[src/rtl/nss_pkg.sv]
// Shared constants, types and state codes for the nearest segment search.
package nss_pkg;

  localparam int MaxSegments = 1024;
  localparam int CntW = $clog2(MaxSegments + 2);
  localparam int IdxW = 10;
  localparam int DistW = 32;
  localparam int CoordW = 32;
  localparam int DiffW = 33;
  localparam int SqW = 68;
  localparam int AccW = 72;
  localparam int TW = 25;
  localparam int RootW = 38;

  typedef enum logic [3:0] {
    ST_IDLE,
    ST_MUL,
    ST_CLASS,
    ST_DIV,
    ST_SCALE,
    ST_SQ,
    ST_ROOT,
    ST_UPDATE
  } nss_state_t;

endpackage

[src/rtl/nss_serial_mul.sv]
// Shift-and-add multiplier: one multiplier bit per cycle, unsigned magnitudes.
module nss_serial_mul import nss_pkg::*; (
  input  logic            clk,
  input  logic            rst,
  input  logic            start,
  input  logic [DiffW-1:0] mcand,
  input  logic [DiffW-1:0] mplier,
  output logic            done,
  output logic [SqW-1:0]  prod
);

  logic [SqW-1:0]   acc;
  logic [SqW-1:0]   sh;
  logic [DiffW-1:0] mq;
  logic [5:0]       cnt;
  logic             run;

  always_ff @(posedge clk) begin
    if (rst) begin
      run  <= 1'b0;
      done <= 1'b0;
    end else begin
      done <= 1'b0;
      if (start) begin
        run <= 1'b1;
        acc <= '0;
        sh  <= SqW'(mcand);
        mq  <= mplier;
        cnt <= 6'(DiffW);
      end else if (run) begin
        if (mq[0]) acc <= acc + sh;
        sh  <= sh << 1;
        mq  <= mq >> 1;
        cnt <= cnt - 6'd1;
        if (cnt == 6'd1) begin
          run  <= 1'b0;
          done <= 1'b1;
        end
      end
    end
  end

  assign prod = acc;

endmodule

[src/rtl/nss_serial_root.sv]
// Restoring square root: one result bit per cycle.
module nss_serial_root import nss_pkg::*; (
  input  logic           clk,
  input  logic           rst,
  input  logic           start,
  input  logic [AccW-1:0] radicand,
  output logic           done,
  output logic [DistW-1:0] root
);

  logic [AccW-1:0]  rem;
  logic [AccW-1:0]  src;
  logic [RootW-1:0] res;
  logic [5:0]       cnt;
  logic             run;
  logic [AccW+1:0]  trial;
  logic [AccW+1:0]  cur;

  always_comb begin
    cur   = {rem, src[AccW-1 -: 2]};
    trial = cur - {(AccW+2-RootW-2)'(0), res, 2'b01};
  end

  // The radicand is consumed two bits per cycle, so AccW/2 steps cover it.
  always_ff @(posedge clk) begin
    if (rst) begin
      run  <= 1'b0;
      done <= 1'b0;
    end else begin
      done <= 1'b0;
      if (start) begin
        run <= 1'b1;
        rem <= '0;
        src <= radicand;
        res <= '0;
        cnt <= 6'(AccW / 2);
      end else if (run) begin
        src <= src << 2;
        if (!trial[AccW+1]) begin
          rem <= trial[AccW-1:0];
          res <= {res[RootW-2:0], 1'b1};
        end else begin
          rem <= cur[AccW-1:0];
          res <= {res[RootW-2:0], 1'b0};
        end
        cnt <= cnt - 6'd1;
        if (cnt == 6'd1) begin
          run  <= 1'b0;
          done <= 1'b1;
        end
      end
    end
  end

  assign root = (res[RootW-1:DistW] != '0) ? '1 : res[DistW-1:0];

endmodule

[src/rtl/nearest_segment_search.sv]
// Top level of the nearest segment search.
// One item carries a query point, the two ends of a segment and a last mark.
// The block finds the point-to-segment distance, keeps the nearest segment of
// the current search, and on an item marked last delivers one result item with
// the winner's position, distance, projection side and an overflow flag.
// Both channels use valid and ready. The block takes one item at a time: it
// accepts an item only when idle and works on it until it returns to idle.
// The work is done by a shared bit-serial multiplier, a restoring divider for
// the projection and a bit-serial square root. Six products form the squared
// length and the dot product and three more square the distance components;
// an interior projection adds the divider and three scaling products.
// A finished result waits in an output register; the block still accepts and
// works on the next item while it waits, and stalls only if a new result is
// ready while the old one is still held.
// Reset clears the running best (distance set to its maximum), the counter and the output valid flag.
// Coordinates are signed Q16.16; the distance is unsigned Q16.16 and saturates.
module nearest_segment_search import nss_pkg::*; (
  input  logic                     clk,
  input  logic                     rst,
  input  logic                     in_valid,
  output logic                     in_ready,
  input  logic signed [CoordW-1:0] query_x,
  input  logic signed [CoordW-1:0] query_y,
  input  logic signed [CoordW-1:0] query_z,
  input  logic signed [CoordW-1:0] end_a_x,
  input  logic signed [CoordW-1:0] end_a_y,
  input  logic signed [CoordW-1:0] end_a_z,
  input  logic signed [CoordW-1:0] end_b_x,
  input  logic signed [CoordW-1:0] end_b_y,
  input  logic signed [CoordW-1:0] end_b_z,
  input  logic                     last_segment,
  output logic                     out_valid,
  input  logic                     out_ready,
  output logic [IdxW-1:0]          best_index,
  output logic [DistW-1:0]         best_distance,
  output logic                     nearer_first_end,
  output logic                     count_overflow
);

  nss_state_t state, state_next;

  // Differences held as signed 33-bit values.
  logic signed [DiffW-1:0] w [3];
  logic signed [DiffW-1:0] d [3];
  logic signed [DiffW-1:0] e [3];
  logic signed [DiffW-1:0] v [3];
  logic                    last;

  // Product sequencing: step selects the operands for the shared multiplier.
  logic [3:0]      step;
  logic signed [AccW-1:0] len2;
  logic signed [AccW-1:0] dot;
  logic [AccW-1:0] sumsq;
  logic [1:0]      sel;      // 0: w, 1: e, 2: v
  logic            near;

  logic [DiffW-1:0] m_a, m_b;
  logic             m_neg;
  logic             m_start, m_start_next, m_done;
  logic [SqW-1:0]   m_prod;
  logic signed [AccW-1:0] m_signed;

  logic [AccW-1:0]  rem;
  logic [TW-1:0]    tq;
  logic [4:0]       dcnt;
  logic [AccW:0]    dtrial;

  logic             r_start, r_start_next, r_done;
  logic [DistW-1:0] r_root;

  logic [DistW-1:0] run_dist;
  logic [IdxW-1:0]  run_idx;
  logic             run_near;
  logic [CntW-1:0]  cnt;
  logic             take;     // this item becomes the running best
  logic             emit;     // the result item is written this cycle

  function automatic logic [DiffW-1:0] mag(input logic signed [DiffW-1:0] x);
    return x[DiffW-1] ? DiffW'(-x) : x;
  endfunction

  assign in_ready = (state == ST_IDLE);

  // Operand select for the shared multiplier.
  always_comb begin
    m_a   = '0;
    m_b   = '0;
    m_neg = 1'b0;
    unique case (state)
      ST_MUL: begin
        if (step < 4'd3) begin
          m_a = mag(d[step[1:0]]); m_b = mag(d[step[1:0]]);
        end else begin
          m_a = mag(w[2'(step - 4'd3)]); m_b = mag(d[2'(step - 4'd3)]);
          m_neg = w[2'(step - 4'd3)][DiffW-1] ^ d[2'(step - 4'd3)][DiffW-1];
        end
      end
      ST_SCALE: begin
        m_a = DiffW'(tq); m_b = mag(d[step[1:0]]);
      end
      ST_SQ: begin
        unique case (sel)
          2'd0:    begin m_a = mag(w[step[1:0]]); m_b = mag(w[step[1:0]]); end
          2'd1:    begin m_a = mag(e[step[1:0]]); m_b = mag(e[step[1:0]]); end
          default: begin m_a = mag(v[step[1:0]]); m_b = mag(v[step[1:0]]); end
        endcase
      end
      default: ;
    endcase
  end

  assign m_signed = m_neg ? -AccW'(m_prod) : AccW'(m_prod);
  assign dtrial   = {rem, 1'b0} - {1'b0, len2};

  nss_serial_mul u_mul (
    .clk(clk), .rst(rst), .start(m_start), .mcand(m_a), .mplier(m_b),
    .done(m_done), .prod(m_prod)
  );

  nss_serial_root u_root (
    .clk(clk), .rst(rst), .start(r_start), .radicand(sumsq),
    .done(r_done), .root(r_root)
  );

  // Next state.
  always_comb begin
    state_next = state;
    unique case (state)
      ST_IDLE:   if (in_valid) state_next = ST_MUL;
      ST_MUL:    if (m_done && step == 4'd5) state_next = ST_CLASS;
      ST_CLASS:  state_next = (len2 != '0 && !dot[AccW-1] && !(dot > len2)) ? ST_DIV : ST_SQ;
      ST_DIV:    if (dcnt == 5'd0) state_next = ST_SCALE;
      ST_SCALE:  if (m_done && step == 4'd2) state_next = ST_SQ;
      ST_SQ:     if (m_done && step == 4'd2) state_next = ST_ROOT;
      ST_ROOT:   if (r_done) state_next = ST_UPDATE;
      ST_UPDATE: if (!(out_valid && !out_ready && last)) state_next = ST_IDLE;
      default:   state_next = ST_IDLE;
    endcase
  end

  // Output decode. The start strobes are registered, so each product starts in
  // the cycle after its strobe is decoded, once the step and the operand registers have settled.
  always_comb begin
    m_start_next = 1'b0;
    r_start_next = 1'b0;
    unique case (state)
      ST_IDLE:  m_start_next = in_valid;
      ST_MUL:   m_start_next = m_done && step != 4'd5;
      ST_CLASS: m_start_next = (state_next == ST_SQ);
      ST_DIV:   m_start_next = (dcnt == 5'd0);
      ST_SCALE: m_start_next = m_done;
      ST_SQ: begin
        m_start_next = m_done && step != 4'd2;
        r_start_next = m_done && step == 4'd2;
      end
      default:  m_start_next = 1'b0;
    endcase
  end

  assign take = (cnt < CntW'(MaxSegments)) && (cnt == '0 || r_root < run_dist);
  assign emit = (state == ST_UPDATE) && (state_next == ST_IDLE) && last;

  logic [DistW-1:0] sc;
  assign sc = DistW'((m_prod + SqW'(1 << 23)) >> 24);

  always_ff @(posedge clk) begin
    if (rst) begin
      state     <= ST_IDLE;
      out_valid <= 1'b0;
      m_start   <= 1'b0;
      r_start   <= 1'b0;
      run_dist  <= '1;
      run_idx   <= '0;
      run_near  <= 1'b0;
      cnt       <= '0;
    end else begin
      state   <= state_next;
      m_start <= m_start_next;
      r_start <= r_start_next;
      if (emit) out_valid <= 1'b1;
      else if (out_valid && out_ready) out_valid <= 1'b0;
      unique case (state)
        ST_IDLE: if (state_next == ST_MUL) begin
          w[0] <= DiffW'(query_x) - DiffW'(end_a_x);
          w[1] <= DiffW'(query_y) - DiffW'(end_a_y);
          w[2] <= DiffW'(query_z) - DiffW'(end_a_z);
          d[0] <= DiffW'(end_b_x) - DiffW'(end_a_x);
          d[1] <= DiffW'(end_b_y) - DiffW'(end_a_y);
          d[2] <= DiffW'(end_b_z) - DiffW'(end_a_z);
          e[0] <= DiffW'(query_x) - DiffW'(end_b_x);
          e[1] <= DiffW'(query_y) - DiffW'(end_b_y);
          e[2] <= DiffW'(query_z) - DiffW'(end_b_z);
          last <= last_segment;
          step <= '0;
          len2 <= '0;
          dot  <= '0;
        end
        ST_MUL: if (m_done) begin
          if (step < 4'd3) len2 <= len2 + m_signed;
          else             dot  <= dot + m_signed;
          step <= step + 4'd1;
        end
        ST_CLASS: begin
          step  <= '0;
          sumsq <= '0;
          rem   <= dot;
          tq    <= '0;
          dcnt  <= 5'd25;
          if (len2 == '0 || dot[AccW-1]) begin
            sel <= 2'd0; near <= 1'b1;
          end else if (dot > len2) begin
            sel <= 2'd1; near <= 1'b0;
          end else begin
            sel <= 2'd2; near <= ({dot[AccW-2:0], 1'b0} < len2);
          end
        end
        ST_DIV: begin
          if (dcnt == 5'd25) begin
            if (!(rem < len2)) begin rem <= rem - len2; tq <= TW'(1); end
          end else if (dcnt != 5'd0) begin
            if (!dtrial[AccW]) begin
              rem <= dtrial[AccW-1:0]; tq <= {tq[TW-2:0], 1'b1};
            end else begin
              rem <= {rem[AccW-2:0], 1'b0}; tq <= {tq[TW-2:0], 1'b0};
            end
          end
          if (dcnt != 5'd0) dcnt <= dcnt - 5'd1;
        end
        ST_SCALE: if (m_done) begin
          v[step[1:0]] <= w[step[1:0]] -
            (d[step[1:0]][DiffW-1] ? -DiffW'(sc) : DiffW'(sc));
          step <= (step == 4'd2) ? '0 : step + 4'd1;
        end
        ST_SQ: if (m_done) begin
          sumsq <= sumsq + AccW'(m_prod);
          step  <= step + 4'd1;
        end
        ST_UPDATE: if (state_next == ST_IDLE) begin
          if (last) begin
            // The closing item competes too, then the search starts over.
            best_index       <= take ? IdxW'(cnt) : run_idx;
            best_distance    <= take ? r_root : run_dist;
            nearer_first_end <= take ? near : run_near;
            count_overflow   <= (cnt >= CntW'(MaxSegments));
            run_dist <= '1;
            run_idx  <= '0;
            run_near <= 1'b0;
            cnt      <= '0;
          end else begin
            if (take) begin
              run_dist <= r_root;
              run_idx  <= IdxW'(cnt);
              run_near <= near;
            end
            if (cnt <= CntW'(MaxSegments)) cnt <= cnt + CntW'(1);
          end
        end
        default: ;
      endcase
    end
  end

endmodule

[config.mk]
export PLATFORM = sky130hd
export DESIGN_NAME = nearest_segment_search
export DESIGN_NICKNAME = d
export VERILOG_FILES = /design/src/rtl/nss_pkg.sv /design/src/rtl/nss_serial_mul.sv /design/src/rtl/nss_serial_root.sv /design/src/rtl/nearest_segment_search.sv
export SDC_FILE = /design/constraint.sdc
export NUM_CORES = 2
export LEC_CHECK = 0
export ABC_CLOCK_PERIOD_IN_PS = 41400
export BUFFER_PORTS_ARGS = -buffer_cell sky130_fd_sc_hd__buf_2
export CAP_MARGIN = 20
export CORE_MARGIN = 1
export CORE_UTILIZATION = 45
export CTS_CLUSTER_DIAMETER = 80
export DETAILED_ROUTE_END_ITERATION = 12
export HOLD_SLACK_MARGIN = 0.1
export PLACE_DENSITY_LB_ADDON = 0.15
export SYNTH_ARGS = -nofsm -noshare
export SYNTH_HDL_FRONTEND = slang
export SYNTH_SLANG_ARGS = --single-unit
export TNS_END_PERCENT = 20
[constraint.sdc]
create_clock -name clk -period 41.4 [get_ports clk]
set_input_delay 8.28 -clock clk [delete_from_list [all_inputs] [get_ports clk]]
set_output_delay 8.28 -clock clk [all_outputs]
set_load 0.02 [all_outputs]
==> flow_metrics.env <==
export IMPL_place_area_mm2=0.107
export IMPL_tritoncts="done"
export IMPL_tightest_slew_ns=1.17
export IMPL_cp_arrival_ns=13.26
export IMPL_yosysTopAreaCell="edfxtp_1"
export IMPL_rsz0062_at_grt="no"
export IMPL_die_x_um=478
export IMPL_cts_sinks=1196
export IMPL_seq_power_share_pct=39.9
export IMPL_dr_total_vias=87800
export IMPL_start_util_pct=45.3
export IMPL_grt_total_usage_pct=28.7
export IMPL_critPathKind="primary input to flip-flop"
export IMPL_core_area_mm2=0.225
export IMPL_crit_top_cell="buf_4"
export IMPL_ys_flop_type="edfxtp_1"
export IMPL_clock_power_share_pct=40.1
export IMPL_die_h_um=478
export IMPL_crit_slowest_cell="buf_4"
export IMPL_finalPower_mw=3.48
export IMPL_cts_resized=0
export IMPL_setup_violations=0
export IMPL_htreeDepth=4
export IMPL_leakagePower_nw=46.4
export IMPL_critPathLaunchType="primary input"
export IMPL_drive_gt1_share_pct=8.21
export IMPL_power_switching_fraction_pct=29.4
export IMPL_synth_edf_count=1129
export IMPL_fmax_ghz=0.0780
export IMPL_p_switching_mw=1.02
export IMPL_clkLatencyLatePin_ns=0.84
export IMPL_setup_tns_final_ns=0
export IMPL_cp_cell_sequence="buf_2, nand3b_1, a2111oi_0, a2111oi_0, nand3_1, nand3_1, nor3b_2, buf_4, buf_4, buf_4"
export IMPL_worstSetupEndpointType="flip-flop"
export IMPL_overflow=0
export IMPL_drtIter0Drc=6792
export IMPL_num_rows=174
export IMPL_preCtsSetupSlack_ns=27.85
export IMPL_synthCells=11400
export IMPL_finClkSkew_ns=0.0367
export IMPL_min_path_type="flip-flop to flip-flop"
export IMPL_antenna_found_initial=34
export IMPL_timing_hold_ws_ns=0.477
export IMPL_synth_area_mm2=0.102
export IMPL_outcome="finished, final reports clean"
export IMPL_clkTransAtPathRegs_ns=0.06
export IMPL_fin_ws_ns=28.58
export IMPL_final_cell_mix="1149 x nor2_1, 1129 x edfxtp_1, 1125 x a21oi_1, 974 x ha_1, 882 x nand2_1"
export IMPL_top_layer_used="met5"
export IMPL_synth_seq_area_share_pct=34.6
export IMPL_postRouteAntennaNets=0
export IMPL_drc=0
export IMPL_portBuffers=338
export IMPL_wl_met2_mm=160
export IMPL_dr_pass1_iters=7
export IMPL_ios=339
export IMPL_via_per_inst=5.96
export IMPL_powerDensity_mw_per_mm2=31.0
export IMPL_drt_total_wl_mm=337
export IMPL_syn_to_final_growth_pct=10.1
export IMPL_max_stage_delay_ns=0.92
export IMPL_final_common_cell="nor2_1"
export IMPL_grt_pass1_wl_mm=509
export IMPL_place_hpwl_mm=267
export IMPL_pwr_share_comb_pct=20.0
export IMPL_max_slew_margin_pct=20.1
export IMPL_cts_root_buf="clkbuf_16"
export IMPL_drv_cap=0
export IMPL_fin_crit_sh_pct=31.0
export IMPL_instances_no_fill=14700
export IMPL_r2r_cells=23
export IMPL_post_route_util_pct=49.8
export IMPL_ys_ff_latch=1196
export IMPL_grt_pass1_vias=86500
export IMPL_num_nets_final=12900
export IMPL_required_ns=41.84
export IMPL_postSynthAreaPerCell_um2=8.92
export IMPL_drt_met1_wl_mm=144
export IMPL_finalHoldViolCount=0
export IMPL_syn_num_nets=12700
export IMPL_finalInstanceArea_mm2=0.112
export IMPL_netlist_top_cells_area="edfxtp_1 33%, ha_1 12%, a21oi_1 5.5%, xnor2_1 5.5%, nor2_1 4.3%"
export IMPL_async_flop_share_pct=0
export IMPL_placed_cells=14400
export IMPL_ir_drop_v=0.0000319
export IMPL_routedWlPerCell_um=22.9
export IMPL_gp_congestion=0.961
export IMPL_wl_met3_mm=17.1
export IMPL_cts_inserted_buffers=151
export IMPL_die_area_mm2=0.228
export IMPL_synth_cell_types=96
export IMPL_finalCriticalPeriod_ns=12.82
export IMPL_grt_max_degree=135
export IMPL_ctsHoldBuffers=0
export IMPL_worstHoldPathCells=1
export IMPL_yosysWarnings=0
export IMPL_p_int_mw=2.46
export IMPL_critPathMaxFanout=83
export IMPL_drv_slew=0
export IMPL_clockBufferDepth=3
export IMPL_postCtsSetupBuffers=0
export IMPL_synth_top_area_share_pct=33.3
==> cells by family after synthesis <==
logic type	after synthesis	synth area share, %
muxes	363	3.76
DFF	1196	34.6
xor gates and xnor gates	1019	8.78
buffers and inverters	1047	3.95
adders and majority gates	991	12.3
other	1	0.00369
AOI/OAI and AO/OA	3379	20.8
and+or+nand+nor	3413	15.7
==> power groups by stage <==
stage | Clock [mW] | Sequential, mW | Combinational (mW)
finish | 1.40 | 1.39 | 0.695
global placement | 0 | 1.41 | 0.676
CTS | 1.42 | 1.39 | 0.688
detailed placement | 0 | 1.41 | 0.684
global route | 1.46 | 1.39 | 0.762
floorplan | 0 | 1.41 | 0.494
==> registers in the layout, summed over array words and instances, names as in the netlist, 72 cells and up, named ones only <==
register,count
w,99
rem,72
d,99
e,99
v,99
len2,72
u_root.rem,72
sumsq,72
dot,72
u_root.src,72
==> cells in the mapped netlist, types with 73 or more instances <==
| master | n |
|---|---|
| nor2b_1 | 176 |
| nand2_1 | 884 |
| nor3_1 | 168 |
| o21bai_1 | 115 |
| a21oi_1 | 1126 |
| and2_1 | 73 |
| mux2_2 | 152 |
| nor2_1 | 1155 |
| xnor2_1 | 635 |
| nand3_1 | 221 |
| o21a_1 | 127 |
| clkbuf_1 | 354 |
| and3_1 | 145 |
| nor4_1 | 73 |
| o21ai_0 | 648 |
| edfxtp_1 | 1129 |
| nand4_1 | 170 |
| ha_1 | 975 |
| a31oi_1 | 165 |
| a211oi_1 | 86 |
| xor2_1 | 383 |
| a21o_1 | 526 |
| inv_1 | 600 |
| mux2i_1 | 211 |
| nand2b_1 | 144 |
==> final cells by class <==
| type | instances | area, um^2 |
|---|---|---|
| antenna | 9 | 22.5 |
| fill | 21300 | 113000 |
| inverter | 600 | 2250 |
| clock buffer | 175 | 3930 |
| sequential | 1196 | 35300 |
| timing repair buffer | 475 | 2780 |
| clock inverter | 100 | 1260 |
| multi-input combinational | 9166 | 62700 |
| tap | 2992 | 3740 |
==> per-layer routing <==
| metal | GRT usage, % | vias to the layer above |
|---|---|---|
| li1 | - | 42300 |
| met1 | 36.3 | 41900 |
| met2 | 48.9 | 2780 |
| met5 | 0 | - |
| met3 | 3.47 | 747 |
| met4 | 12.9 | 40 |
==> path summary, 6_finish.rpt <==
path | start | end | slack, ns
hold / removal | u_root.res[29] | run_dist[29] | 0.48
hold reg to reg | u_root.res[29] | run_dist[29] | 0.48
setup / recovery | out_ready | e[0][1] | 28.58
setup reg to reg | step[0] | dot[68] | 32.77
==> worst max-delay path: cells and delay by family <==
kind	cells	cell delay [ns]
buf+inv	4	2.67
simple gates	4	1.27
compound gates	2	0.91
Power figures use the tool's default switching activity.
